<file path="src/design/ddfe_pkg.sv">
// Shared types and constants for the frame-to-eRPM block.
`timescale 1ns / 1ps
`default_nettype none

package ddfe_pkg;

  localparam logic [7:0] START_MARK = 8'h02;
  localparam logic [7:0] END_MARK   = 8'h03;

  localparam logic REQ_TICK = 1'b1;

  localparam int QUEUE_DEPTH = 4;
  localparam int QPTR_W      = $clog2(QUEUE_DEPTH);

  localparam logic [15:0] WATCHDOG_RST  = 16'd500;
  localparam logic [15:0] KEEPALIVE_RST = 16'd100;
  localparam logic [31:0] GAIN_LIN_RST  = 32'd2086075695;
  localparam logic [31:0] GAIN_TURN_RST = 32'd1043037848;

  typedef enum logic [1:0] {
    CMD_DRIVE = 2'd0,
    CMD_STOP  = 2'd1,
    CMD_KEEP  = 2'd2
  } cmd_kind_t;

  typedef enum logic [1:0] {
    CFG_WATCHDOG  = 2'd0,
    CFG_KEEPALIVE = 2'd1,
    CFG_GAIN_LIN  = 2'd2,
    CFG_GAIN_TURN = 2'd3
  } cfg_reg_t;

  // one command waiting for the arithmetic back end
  typedef struct packed {
    cmd_kind_t   kind;
    logic        led;
    logic [31:0] v_bits;
    logic [31:0] w_bits;
  } job_t;

endpackage

`default_nettype wire

</file>
<file path="src/design/ddfe_queue.sv">
// Short request queue between the front end and the arithmetic back end.
`timescale 1ns / 1ps
`default_nettype none

module ddfe_queue (
  input  wire logic           clk,
  input  wire logic           rst_n,
  input  wire logic           push,
  input  wire ddfe_pkg::job_t push_job,
  input  wire logic           pop,
  output logic                q_valid,
  output logic                q_full,
  output ddfe_pkg::job_t      q_job
);

  ddfe_pkg::job_t                 mem_r [ddfe_pkg::QUEUE_DEPTH];
  logic [ddfe_pkg::QPTR_W-1:0]    wr_ptr_r, rd_ptr_r;
  logic [ddfe_pkg::QPTR_W:0]      count_r;

  assign q_valid = (count_r != '0);
  assign q_full  = (count_r == (ddfe_pkg::QPTR_W + 1)'(ddfe_pkg::QUEUE_DEPTH));
  assign q_job   = mem_r[rd_ptr_r];

  always_ff @(posedge clk) begin
    if (push) begin
      mem_r[wr_ptr_r] <= push_job;
    end
  end

  always_ff @(posedge clk) begin
    if (!rst_n) begin
      wr_ptr_r <= '0;
      rd_ptr_r <= '0;
      count_r  <= '0;
    end else begin
      if (push) begin
        wr_ptr_r <= wr_ptr_r + 1'b1;
      end
      if (pop) begin
        rd_ptr_r <= rd_ptr_r + 1'b1;
      end
      if (push && !pop) begin
        count_r <= count_r + 1'b1;
      end else if (pop && !push) begin
        count_r <= count_r - 1'b1;
      end
    end
  end

`ifndef NO_ASSERTIONS
  a_no_overflow: assert property (@(posedge clk) disable iff (!rst_n)
    push |-> (!q_full || pop))
    else $error("queue overflow");

  a_no_underflow: assert property (@(posedge clk) disable iff (!rst_n)
    pop |-> q_valid)
    else $error("queue underflow");
`endif

endmodule

`default_nettype wire

</file>
<file path="config.mk">
export PLATFORM = sky130hd
export DESIGN_NAME = ddfe_queue
export DESIGN_NICKNAME = d
export VERILOG_FILES = /design/src/design/ddfe_pkg.sv /design/src/design/ddfe_queue.sv
export SDC_FILE = /design/constraint.sdc
export NUM_CORES = 1
export LEC_CHECK = 0
export ABC_AREA = 0
export BUFFER_PORTS_ARGS = -buffer_cell sky130_fd_sc_hd__buf_2
export CAP_MARGIN = 5
export CORE_ASPECT_RATIO = 1.1
export CORE_MARGIN = 5
export CORE_UTILIZATION = 50
export CTS_CLUSTER_SIZE = 14
export DETAILED_ROUTE_END_ITERATION = 10
export HOLD_SLACK_MARGIN = 0.08
export PLACE_DENSITY = 0.74
export SYNTH_ARGS = -nofsm -noshare
export SYNTH_HDL_FRONTEND = slang
export SYNTH_SLANG_ARGS = --single-unit
</file>
<file path="constraint.sdc">
create_clock -name clk -period 2.62 [get_ports clk]
set_clock_uncertainty 0.05 [all_clocks]
set_input_delay 0.786 -clock clk [delete_from_list [all_inputs] [get_ports clk]]
set_output_delay 0.786 -clock clk [all_outputs]
set_load 0.05 [all_outputs]
</file>
==> results of run 1 <==
## layout make-up
class                           count  area [um^2]
Multi-Input combinational cell     97         1770
Antenna cell                        1         2.50
Clock inverter                     19          184
Clock buffer                       35          758
Tap cell                          252          315
Inverter                            4         15.0
Sequential cell                   277         8240
Timing Repair Buffer              167         1600
Fill cell                        1290         7050
## registers in the layout, summed over array words and instances (netlist names), named ones only
name,cells
count_r,3
mem_r,268
rd_ptr_r,2
wr_ptr_r,2
## logic make-up (layout without fill, tap and decap cells)
family                   Yosys count  after routing  share of synthesized area
XOR/XNOR                           5              5                    0.00432
AND/OR/NAND/NOR                   15             15                    0.00912
other                              0              1                          0
multiplexers                      69             69                      0.151
buffers and inverters             19            225                     0.0158
AO/OA/AOI/OAI                      2              2                    0.00123
adder cells (fa/ha/maj)            6              6                    0.00814
flip-flops                       277            277                      0.811
## cell usage in the layout (no fill, tap or decap), drive strengths merged
cell type / instances
mux2i: 2
xnor2: 2
and2: 9
nand2: 1
ha: 5
o21ai: 1
nor2b: 2
clkbuf: 38
diode: 1
dfxtp: 9
bufinv: 3
or3: 2
inv: 6
clkinv: 11
clkinvlp: 3
buf: 164
mux4: 67
fa: 1
nor3b: 1
edfxtp: 268
xor2: 3
a21boi: 1
## per-stage QoR
step / cell area, um^2 / utilization / setup slack, ns
CTS: 12800 / 0.640 / -0.223
global route: 12900 / 0.646 / -0.218
finish: 12900 / 0.646 / -0.156
floorplan: 10200 / - / 0.286
detailed placement: 11300 / 0.567 / 0.193
global placement: 11300 / 0.567 / 0.247
## metal layers
layer	GRT usage	part of all wire	vias to the layer above
li1	-	-	2056
met1	0.206	0.39	2416
met2	0.287	0.54	132
met3	0.0342	0.056	23
met4	0.0423	0.017	2
met5	0	0.00069	-
## how the worst max path moves through the flow
stage	from	to	depth (start not counted)	slack (ns)
finish	flip-flop	q_job[6]	4	-0.16
global placement	flip-flop	q_job[66]	3	0.25
floorplan	count_r[0]	q_full	1	0.29
CTS	flip-flop	q_job[27]	5	-0.22
detailed placement	push	count_r[2]	7	0.19
global route	flip-flop	q_job[57]	4	-0.22
## power breakdown
| group | leakage (nW) | total (mW) | internal (mW) | switching (mW) |
|---|---|---|---|---|
| Sequential | 2.54 | 5.15 | 5.09 | 0.0663 |
| Clock | 0.456 | 3.93 | 2.36 | 1.57 |
| Combinational | 1.42 | 1.79 | 0.725 | 1.07 |
## critical path, stage by stage (launching register included)
cell	delay [ns]
dfxtp_4	0.39
buf_12	0.16
clkbuf_16	0.17
mux4_2	0.52
buf_6	0.17
## repair_timing
action,CTS,global route
setup endpoints to repair,67,67
resized for setup,116,25
hold buffers,0,0
cloned,3,3
setup buffers,6,0
hold endpoints to repair,0,0
==> flow_metrics.tcl, run 1 <==
set metrics [dict create \
    status "complete, but fails checks" \
    violations "setup timing" \
    coreArea_um2 19900 \
    numCtsBuffers 29 \
    worst_pin_slew_ns 0.398 \
    drc 0 \
    grt.total_usage 0.162 \
    syn_inst 393 \
    reg2reg_to "mem_r[1][2]" \
    synthFlopType "edfxtp_1" \
    async_reset_ff_frac 0 \
    hold_start "push_job[1]" \
    fmax_mhz 360 \
    antenna_found_initial 2 \
    io_buffers 139 \
    root_buffer "clkbuf_16" \
    fin_tns_setup_ns -7.29 \
    ys_seq_area_frac 0.811 \
    syn_avg_cell_area_um2 25.8 \
    syn_area_um2 10100 \
    min_path_type "primary input to flip-flop" \
    maxSlewHeadroom 0.735 \
    path_class "flip-flop to output port" \
    syn_to_final_growth_pct 26.9 \
    dr.first_iter.drc_count 276 \
    yosysWarningCount 0 \
    end_kind "output port" \
    worst_hold_slack_ns 0.418 \
    setup_violations 67 \
    whs_path_depth 1 \
    yosys.area.top_type "edfxtp_1" \
    fp.dieW_um 146 \
    rows 54 \
    clk_latency_ns 0.52 \
    ys_seq_elements 277 \
    synth_cell_types 21 \
    hold_path_end "mem_r[0][1]" \
    power_density_nw_per_um2 845 \
    die_h_um 159 \
    ctsHtreeMaxLevel 1 \
    routed-via-count 4629 \
    cts_sinks 277 \
    synth.area.top_cells "edfxtp_1 79%, mux4_2 15%, dfxtp_1 1.8%, buf_12 0.79%, ha_1 0.62%" \
    clock_path_buffers 3 \
    routedWlPerCell_um 22.3 \
    rsz0062_at_grt "yes" \
    worst_slack_ns -0.156 \
    finalPower_mw 10.9 \
    maxCapViolCount 0 \
    path_clk_slew_ns 0.06 \
    critPathMaxFanout 6 \
    synth-edff-count 268 \
    cts_tree "built" \
    postRouteAntennaNets 0 \
    synth_top_area_share 0.793 \
    start_kind "flip-flop" \
    synth_top_cells_by_count "268 x edfxtp_1, 67 x mux4_2, 9 x and2_1, 9 x dfxtp_1, 5 x ha_1" \
    instances_no_fill 852 \
    final-max-slew-violation-count 0 \
    synth.most_common_cell "edfxtp_1" \
    start_util 0.509 \
    worst_ir_drop_vdd_uv 638 \
    period_share 1.06 \
    grt_pass1_wl_um 29300 \
    r2r_slack_ns 0.98 \
    layout.nets 653 \
    layout-drive-gt1-share 0.476 \
    wl_um 19000 \
    dp.cells 787 \
    vias_per_cell 5.43 \
    hold_violations 0 \
    rr_startpoint "wr_ptr_r[0]" \
    grt_max_degree 31 \
    syn_nets 470 \
    place.gp.congestion 0.692 \
    drt-pass1-iter-count 4 \
    worstPathRequired_ns 1.78 \
    rr_worst_depth 3 \
    power.leakage_nw 4.42 \
    dieArea_um2 23200 \
    dp_hpwl_um 11700 \
    grt-ovfl-total 0 \
    io_pins 140 \
    grt_pass1_vias 5132 \
    cp.arrival_ns 1.94 \
    final.min_clock_period_ns 2.78 \
]
Power figures use the tool's default switching activity.
==> inputs of run 2 (changes only) <==
SKIP_LAST_GASP = 1   (was not set)
==> flow_metrics.tcl, run 2 (synthesized netlist as in run 1, its figures left out) <==
set metrics [dict create \
    status "complete, but fails checks" \
    violations "setup timing" \
    grt_max_degree 31 \
    worstPathRequired_ns 1.78 \
    worst_pin_slew_ns 0.397 \
    clk_latency_ns 0.52 \
    largest_registers "mem_r (268), count_r (3)" \
    drc 0 \
    postRouteAntennaNets 0 \
    critPathMaxFanout 11 \
    setup_violations 67 \
    start_kind "flip-flop" \
    regMostFlops "mem_r" \
    fp.dieW_um 146 \
    dr.first_iter.drc_count 291 \
    wl_um 18900 \
    power_density_nw_per_um2 846 \
    final_util 0.644 \
    drt-pass1-iter-count 4 \
    worst_hold_slack_ns 0.417 \
    grt_pass1_wl_um 29300 \
    grt.total_usage 0.162 \
    root_buffer "clkbuf_16" \
    r2r_slack_ns 0.98 \
    hold_start "push_job[1]" \
    hold_violations 0 \
    routedWlPerCell_um 22.2 \
    start_util 0.509 \
    fmax_mhz 361 \
    cp.arrival_ns 1.93 \
    place.gp.congestion 0.692 \
    rr_startpoint "wr_ptr_r[0]" \
    dp_hpwl_um 11700 \
    clock_path_buffers 3 \
    min_path_type "primary input to flip-flop" \
    period_share 1.06 \
    dieArea_um2 23200 \
    io_pins 140 \
    largest_register_ffs 268 \
    maxCapViolCount 0 \
    coreArea_um2 19900 \
    antenna_found_initial 2 \
    die_h_um 159 \
    mostFrequentLayoutCell "edfxtp_1" \
    numCtsBuffers 29 \
    cts_tree "built" \
    grt_pass1_vias 5114 \
    final_cell_mix "268 x edfxtp_1, 72 x buf_2, 67 x mux4_2" \
    io_buffers 139 \
    path_clk_slew_ns 0.06 \
    worst_ir_drop_vdd_uv 638 \
    finalPower_mw 10.9 \
    final.min_clock_period_ns 2.77 \
    rsz0062_at_grt "yes" \
    syn_to_final_growth_pct 26.6 \
    power.leakage_nw 4.40 \
    end_kind "output port" \
    layout.nets 652 \
    vias_per_cell 5.44 \
    worst_slack_ns -0.150 \
    maxSlewHeadroom 0.735 \
    layout-drive-gt1-share 0.475 \
    final-max-slew-violation-count 0 \
    grt-ovfl-total 0 \
    cts_sinks 277 \
    rows 54 \
    routed-via-count 4628 \
    ctsHtreeMaxLevel 1 \
    path_class "flip-flop to output port" \
]
## run 2: critical path, cell delays in order, from the launching register on
cell and delay, ns:
dfxtp_4 0.39, buf_12 0.15, buf_12 0.16, mux4_2 0.53, buf_8 0.17
## run 2: cell type report
type                            count  area [um^2]
Antenna cell                        1         2.50
Clock buffer                       35          758
Clock inverter                     19          184
Fill cell                        1291         7090
Inverter                            4         15.0
Multi-Input combinational cell     97         1770
Sequential cell                   277         8240
Tap cell                          252          315
Timing Repair Buffer              166         1560
## run 2: routing by layer
layer	track usage	routed length, um	up-vias
met4	0.0423	317	2
met1	0.207	7290	2419
li1	-	-	2055
met3	0.0347	1090	23
met2	0.285	10200	129
met5	0	13	-
## run 2: final timing paths
| check | to | cells past startpoint |
|---|---|---|
| setup / recovery | q_job[27] | 4 |
| hold / removal | mem_r[0][1] | 1 |
| setup reg to reg | mem_r[1][2] | 3 |
| hold reg to reg | count_r[2] | 2 |
## run 2: timing repair
action / CTS / global route
hold buffers: 0 / 0
gates cloned: 3 / 2
gates resized for setup: 114 / 27
setup buffers: 6 / 0
endpoints found under the setup margin: 67 / 67
## run 2: through the flow
step / instances / instance area [um^2] / setup TNS (ns) / worst slack [ns]
finish: 851 / 12800 / -6.93 / -0.150
global route: 851 / 12800 / -10.90 / -0.217
CTS: 850 / 12700 / -10.45 / -0.223
detailed placement: 787 / 11300 / 0 / 0.193
global placement: 787 / 11300 / 0 / 0.247
floorplan: 393 / 10200 / 0 / 0.286
## run 2: where the power goes
group          leakage, nW  internal [mW]  switching, mW
combinational         1.41          0.716           1.07
clock                0.456           2.36           1.57
sequential            2.54           5.09         0.0662
