--- config.mk ---
export PLATFORM = sky130hd
export DESIGN_NAME = ddfe_front_flat
export DESIGN_NICKNAME = d
export VERILOG_FILES = /design/src/design/ddfe_pkg.sv /design/src/design/ddfe_in_if.sv /design/src/design/ddfe_front.sv /design/src/flat_wrapper.sv
export SDC_FILE = /design/constraint.sdc
export NUM_CORES = 1
export LEC_CHECK = 0
export BUFFER_PORTS_ARGS = -buffer_cell sky130_fd_sc_hd__buf_2
export CAP_MARGIN = 0
export CORE_MARGIN = 2
export CORE_UTILIZATION = 33
export CTS_CLUSTER_SIZE = 10
export DETAILED_ROUTE_END_ITERATION = 7
export PLACE_DENSITY = 0.64
export SLEW_MARGIN = 30
export SYNTH_ARGS = -nofsm -noshare
export SYNTH_HDL_FRONTEND = slang
export SYNTH_SLANG_ARGS = --single-unit
--- constraint.sdc ---
create_clock -name clk -period 3.2 [get_ports clk]
set_clock_uncertainty 0.2 [all_clocks]
set_input_delay 0.16 -clock clk [delete_from_list [all_inputs] [get_ports clk]]
set_output_delay 0.16 -clock clk [all_outputs]
set_load 0.02 [all_outputs]
--- src/design/ddfe_pkg.sv ---
// Shared types and constants for the frame-to-eRPM block.
`timescale 1ns / 1ps
`default_nettype none

package ddfe_pkg;

  localparam logic [7:0] START_MARK = 8'h02;
  localparam logic [7:0] END_MARK   = 8'h03;

  localparam logic REQ_TICK = 1'b1;

  localparam int QUEUE_DEPTH = 4;
  localparam int QPTR_W      = $clog2(QUEUE_DEPTH);

  localparam logic [15:0] WATCHDOG_RST  = 16'd500;
  localparam logic [15:0] KEEPALIVE_RST = 16'd100;
  localparam logic [31:0] GAIN_LIN_RST  = 32'd2086075695;
  localparam logic [31:0] GAIN_TURN_RST = 32'd1043037848;

  typedef enum logic [1:0] {
    CMD_DRIVE = 2'd0,
    CMD_STOP  = 2'd1,
    CMD_KEEP  = 2'd2
  } cmd_kind_t;

  typedef enum logic [1:0] {
    CFG_WATCHDOG  = 2'd0,
    CFG_KEEPALIVE = 2'd1,
    CFG_GAIN_LIN  = 2'd2,
    CFG_GAIN_TURN = 2'd3
  } cfg_reg_t;

  // one command waiting for the arithmetic back end
  typedef struct packed {
    cmd_kind_t   kind;
    logic        led;
    logic [31:0] v_bits;
    logic [31:0] w_bits;
  } job_t;

endpackage

`default_nettype wire

--- src/design/ddfe_in_if.sv ---
// Request channel: received byte or millisecond tick.
`timescale 1ns / 1ps
`default_nettype none

interface ddfe_in_if;
  logic       valid;
  logic       ready;
  logic       req_type;
  logic [7:0] rx_byte;

  modport source (output valid, output req_type, output rx_byte, input ready);
  modport sink   (input valid, input req_type, input rx_byte, output ready);
endinterface

`default_nettype wire

--- src/design/ddfe_front.sv ---
// Front end: frame parser, watchdog and keepalive timers, command classification.
`timescale 1ns / 1ps
`default_nettype none

module ddfe_front #(
  parameter int TIMER_BITS = 16
) (
  input  wire logic          clk,
  input  wire logic          rst_n,
  ddfe_in_if.sink            in_ch,
  input  wire logic          q_full,
  input  wire logic [15:0]   watchdog_timeout_ms,
  input  wire logic [15:0]   keepalive_period_ms,
  output logic               push,
  output ddfe_pkg::job_t     push_job
);

  localparam int CW = (TIMER_BITS > 16) ? TIMER_BITS : 16;

  typedef enum logic [1:0] {
    PH_HUNT    = 2'd0,
    PH_PAYLOAD = 2'd1,
    PH_END     = 2'd2
  } phase_t;

  phase_t                phase_r, phase_nxt;
  logic [2:0]            cnt_r, cnt_nxt;
  logic [7:0]            pay_r [8];
  logic [7:0]            pay_nxt [8];
  logic [TIMER_BITS-1:0] fr_r, fr_nxt, fr_inc;
  logic [TIMER_BITS-1:0] ka_r, ka_nxt, ka_inc;
  logic                  stopped_r, stopped_nxt;
  logic                  led_r, led_nxt;
  logic                  accept;

  assign in_ch.ready = !q_full;
  assign accept      = in_ch.valid && in_ch.ready;

  assign fr_inc = (fr_r != '1) ? fr_r + 1'b1 : fr_r;
  assign ka_inc = (ka_r != '1) ? ka_r + 1'b1 : ka_r;

  always_comb begin
    phase_nxt   = phase_r;
    cnt_nxt     = cnt_r;
    pay_nxt     = pay_r;
    fr_nxt      = fr_r;
    ka_nxt      = ka_r;
    stopped_nxt = stopped_r;
    led_nxt     = led_r;
    push        = 1'b0;
    push_job.kind   = ddfe_pkg::CMD_DRIVE;
    push_job.led    = led_r;
    push_job.v_bits = {pay_r[3], pay_r[2], pay_r[1], pay_r[0]};
    push_job.w_bits = {pay_r[7], pay_r[6], pay_r[5], pay_r[4]};
    if (accept) begin
      if (in_ch.req_type != ddfe_pkg::REQ_TICK) begin
        case (phase_r)
          PH_PAYLOAD: begin
            pay_nxt[cnt_r] = in_ch.rx_byte;
            cnt_nxt        = cnt_r + 3'd1;
            if (cnt_r == 3'd7) begin
              phase_nxt = PH_END;
            end
          end
          PH_END: begin
            phase_nxt = PH_HUNT;
            if (in_ch.rx_byte == ddfe_pkg::END_MARK) begin
              fr_nxt        = '0;
              stopped_nxt   = 1'b0;
              led_nxt       = 1'b1;
              push          = 1'b1;
              push_job.kind = ddfe_pkg::CMD_DRIVE;
              push_job.led  = 1'b1;
            end
          end
          default: begin
            if (in_ch.rx_byte == ddfe_pkg::START_MARK) begin
              phase_nxt = PH_PAYLOAD;
              cnt_nxt   = 3'd0;
            end else begin
              phase_nxt = PH_HUNT;
            end
          end
        endcase
      end else begin
        fr_nxt = fr_inc;
        ka_nxt = ka_inc;
        if (!stopped_r && (CW'(fr_inc) >= CW'(watchdog_timeout_ms))) begin
          stopped_nxt   = 1'b1;
          led_nxt       = 1'b0;
          push          = 1'b1;
          push_job.kind = ddfe_pkg::CMD_STOP;
          push_job.led  = 1'b0;
        end else if (!stopped_r && (CW'(ka_inc) > CW'(keepalive_period_ms))) begin
          ka_nxt        = '0;
          push          = 1'b1;
          push_job.kind = ddfe_pkg::CMD_KEEP;
          push_job.led  = led_r;
        end
      end
    end
  end

  always_ff @(posedge clk) begin
    pay_r <= pay_nxt;
    if (!rst_n) begin
      phase_r   <= PH_HUNT;
      cnt_r     <= 3'd0;
      fr_r      <= '0;
      ka_r      <= '0;
      stopped_r <= 1'b1;
      led_r     <= 1'b0;
    end else begin
      phase_r   <= phase_nxt;
      cnt_r     <= cnt_nxt;
      fr_r      <= fr_nxt;
      ka_r      <= ka_nxt;
      stopped_r <= stopped_nxt;
      led_r     <= led_nxt;
    end
  end

`ifndef NO_ASSERTIONS
  // LED is lit exactly while the motors run
  a_led_vs_stopped: assert property (@(posedge clk) disable iff (!rst_n)
    stopped_r |-> !led_r)
    else $error("LED lit while stopped");

  // a drive request only leaves the end-marker phase
  a_drive_from_end: assert property (@(posedge clk) disable iff (!rst_n)
    (push && push_job.kind == ddfe_pkg::CMD_DRIVE) |-> (phase_r == PH_END && cnt_r == 3'd0))
    else $error("drive pushed outside end phase");
`endif

endmodule

`default_nettype wire

--- src/flat_wrapper.sv ---
// flat-port wrapper written by rule: the top's interface ports become plain ports
module ddfe_front_flat 
#(
  parameter int TIMER_BITS = 16
)
  (clk, rst_n, q_full, watchdog_timeout_ms, keepalive_period_ms, push, push_job, in_ch_valid, in_ch_req_type, in_ch_rx_byte, in_ch_ready);
  ddfe_in_if in_ch_i ();
  input  wire logic clk;
  input  wire logic rst_n;
  input  wire logic q_full;
  input  wire logic [15:0] watchdog_timeout_ms;
  input  wire logic [15:0] keepalive_period_ms;
  output logic push;
  output ddfe_pkg::job_t push_job;
  input wire logic [$bits(in_ch_i.valid)-1:0] in_ch_valid;
  input wire logic [$bits(in_ch_i.req_type)-1:0] in_ch_req_type;
  input wire logic [$bits(in_ch_i.rx_byte)-1:0] in_ch_rx_byte;
  output wire logic [$bits(in_ch_i.ready)-1:0] in_ch_ready;
  assign in_ch_i.valid = in_ch_valid;
  assign in_ch_i.req_type = in_ch_req_type;
  assign in_ch_i.rx_byte = in_ch_rx_byte;
  assign in_ch_ready = in_ch_i.ready;
  ddfe_front #(.TIMER_BITS(TIMER_BITS)) u_core (.clk(clk), .rst_n(rst_n), .in_ch(in_ch_i), .q_full(q_full), .watchdog_timeout_ms(watchdog_timeout_ms), .keepalive_period_ms(keepalive_period_ms), .push(push), .push_job(push_job));
endmodule
==> impl_metrics.tcl <==
set metrics [dict create \
    clk_path_buf_depth 2 \
    final_core_utilization_pct 48.48 \
    pwr-share-clk_pct 40.6 \
    ios 114 \
    wl_per_cell_microns 14.95 \
    postSynth.asyncResetShare_pct 0 \
    status "finished, violations left" \
    clock_latency_at_the_later_pin_of_the_worst_skew_pair_ns 0.35 \
    synth.mux.area_fraction_pct 2.195 \
    ys_ff_latch 103 \
    dpl.cell_count 900 \
    post-route-worst-setup-slack_ns -0.5106 \
    timing.reg2reg.setup_slack_ns -0.43 \
    netlist_area_sq_um 5244 \
    die-width_microns 130.1 \
    die_height_microns 130.1 \
    cts_max_level 3 \
    tritoncts "done" \
    total_clock_buffers_created_by_cts 9 \
    worst_slew_pin_slew_ns 0.8187 \
    cts.root.buffer_cell "clkbuf_16" \
    core.rowCount 46 \
    routed_wl_microns 13990 \
    vias_in_the_first_global_route 4518 \
    synth.avg_cell_area_sq_um 10.68 \
    rsz0062_at_grt "true" \
    clock_sinks 103 \
    die_footprint_sq_um 16910 \
    sw_frac_of_total_pct 23.08 \
    synth_nets 574 \
    p_seq_share_pct 53.8 \
    start_util_pct 33.37 \
    detail_route.vias_per_cell 4.860 \
    vdd_drop_max_mv 0.2394 \
    yosys.area_share.simple_pct 15.82 \
    dr_total_vias 4549 \
    holdCritPathClass "primary input to flop" \
    yosys_most_used_dff "edfxtp_1" \
    grt_antenna_before_repair 0 \
    synth_cell_types 60 \
    dominant_combinational_cell_family_by_area_after_synthesis "simple AND/OR/NAND/NOR gates" \
    drive_gt1_share_pct 44.44 \
    post-route-drc-count 0 \
    cell_internal_power_dissipation_uw 2015 \
    drtIter0Drc 214 \
    synth_top_cell_area_share_pct 36.65 \
    syn-instance-count 491 \
    synth_edf_count 64 \
    gr-usage-all-layers_pct 16.12 \
    critPathArrivalTime_ns 3.35 \
    report.final.setup_viol 20 \
    slew_headroom_pct 45.29 \
    yosys.area_share.adder_pct 9.067 \
    drtAntennaViolNets 0 \
    cp.required_ns 2.84 \
    cell_type_with_the_highest_aggregate_area_in_the_netlist "edfxtp_1" \
    critical_path.startpoint_type "flop" \
    gp_congestion 0.8694 \
    finalWorstPathRequiredPeriod_ns 3.711 \
    core-area_sq_um 15710 \
    seq_area_frac_synth_pct 51.54 \
    clkTransAtPathRegs_ns 0.07 \
    synth-compound-area-share_pct 12.96 \
    period_share_pct 116.0 \
    max_clock_freq_mhz 269.5 \
    n_antenna_cell 0 \
    final_net_count 798 \
    dp_slack_ns -0.3926 \
    power.leakage_uw 0.003344 \
    setup.worst_path.class "flop to output port" \
    timing.max_cap.violations 0 \
    synth_area_leaders "edfxtp_1 37%, dfxtp_1 15%, ha_1 9.1%" \
    fillCellCount 1388 \
    io_buffers 113 \
    grt_pass1_wl_microns 21480 \
    layout.cells.non_filler 936 \
    power_density_nw_per_um2 343.9 \
    hold_ws_ns 0.1197 \
    finalHoldViolations 0 \
    switching_power_uw 604.7 \
    finalPower_uw 2620 \
    grt_overflow_total 0 \
    pwr-share-comb_pct 5.7 \
    violated_checks "setup timing" \
    worstSetupEndpointType "output port" \
    path_max_fanout 4 \
    synth.yosys.warnings 0 \
    maxSlewViolCount 0 \
    detailedRoute.firstPassIterationCount 4 \
    synth_xor_xnor_area_share_pct 3.675 \
    grt_max_degree 24 \
    post-dp-hpwl_microns 10230 \
    syn2layout_area_growth_pct 45.26 \
]
## placed cells by master (no fill, tap or decap), drive strengths merged, types with 8 or more instances in the layout
master and n:
a211oi 10, a21oi 27, and3 11, buf 222
clkbuf 9, dfxtp 39, dlygate4sd3 8, edfxtp 64
ha 38, inv 47, nand2 36, nand3 30
nor2 32, nor3 13, o21ai 20, o31ai 8
xnor2 9, xor2 13
## what timing repair did
item,in CTS,in global routing
cloned,1,0
hold buffers,8,0
pin swaps,14,14
setup endpoints to repair,22,22
hold endpoints to repair,64,0
gates resized for setup,37,28
buffers inserted,7,5
## metal layers
metal / GRT usage [%] / share of wire [%] / vias up
met2: 28.70 / 49 / 145
met4: 5.946 / 2.3 / 0
met1: 19.16 / 43 / 2143
met3: 3.403 / 5.2 / 25
met5: 0 / 0 / -
li1: - / - / 2236
## synthesized netlist by cell type, drive strengths merged (6+ instances only)
cell	count
and2	7
o31ai	8
nand4	7
dfxtp	39
edfxtp	64
ha	38
a211oi	10
xnor2	9
a21oi	27
buf	6
and3	11
xor2	13
nand2	36
nand2b	6
clkbuf	11
o21ai	20
nand3	30
nor3	13
mux2i	7
nor2	32
inv	43
## critical path, cell delays in order (launching register included)
cell	delay [ns]
dfxtp_2	0.35
ha_4	0.16
and2_4	0.15
and4_4	0.21
buf_12	0.14
buf_4	0.13
a21boi_4	0.12
nand2_1	0.08
xnor2_1	0.12
ha_1	0.30
a21oi_2	0.15
o21ai_1	0.08
a221o_1	0.32
o31a_1	0.29
nor2b_4	0.15
and2_4	0.15
buf_6	0.12
## final cells by class
| class | instances | area (sq um) | area share (%) |
|---|---|---|---|
| Sequential cell | 103 | 2713 | 35.61 |
| Multi-Input combinational cell | 327 | 2645 | 34.72 |
| Timing Repair Buffer | 230 | 1538 | 20.19 |
| Tap cell | 216 | 270.3 | 3.548 |
| Clock buffer | 9 | 225.2 | 2.957 |
| Inverter | 44 | 165.2 | 2.168 |
| Clock inverter | 7 | 61.31 | 0.8049 |
## cell families after synthesis
| group | after synthesis |
|---|---|
| buffers and inverters | 61 |
| AOI/OAI and AO/OA | 96 |
| xor gates and xnor gates | 22 |
| muxes | 11 |
| adders and majority gates | 38 |
| DFF | 103 |
| and+or+nand+nor | 160 |
## state kept, by name, summed over array words and instances, names as in the netlist
name              count
u_core.push_job      64
u_core.fr_r          16
u_core.ka_r          16
u_core.cnt_r          3
u_core.phase_r        2
u_core.led_r          1
u_core.stopped_r      1
## metrics by stage
stage | area (sq um) | TNS (ns)
finish | 7617 | -7.836
global route | 7617 | -10.59
CTS | 7446 | -7.770
detailed placement | 6842 | -6.158
global placement | 6842 | -4.337
floorplan | 5359 | -0.07626
## worst paths after layout
| kind | cells past startpoint | end | startpoint |
|---|---|---|---|
| worst max-delay path | 16 | push_job[66] | u_core.ka_r[1]$_SDFFE_PN0P_ |
| worst min-delay path | 3 | u_core.ka_r[8]$_SDFFE_PN0P_ | rst_n |
| worst max register to register | 18 | u_core.ka_r[3]$_SDFFE_PN0P_ | u_core.ka_r[1]$_SDFFE_PN0P_ |
| worst min register to register | 2 | u_core.phase_r[0]$_SDFFE_PN0P_ | u_core.phase_r[0]$_SDFFE_PN0P_ |
## power by group through the flow
stage | clock [uW] | combinational [uW] | sequential [uW]
floorplan | 0 | 60.4 | 1440
global placement | 0 | 127 | 1440
detailed placement | 0 | 133 | 1440
CTS | 1090 | 146 | 1410
global route | 1130 | 164 | 1410
finish | 1060 | 149 | 1410
(Power assumes the default switching activity.)
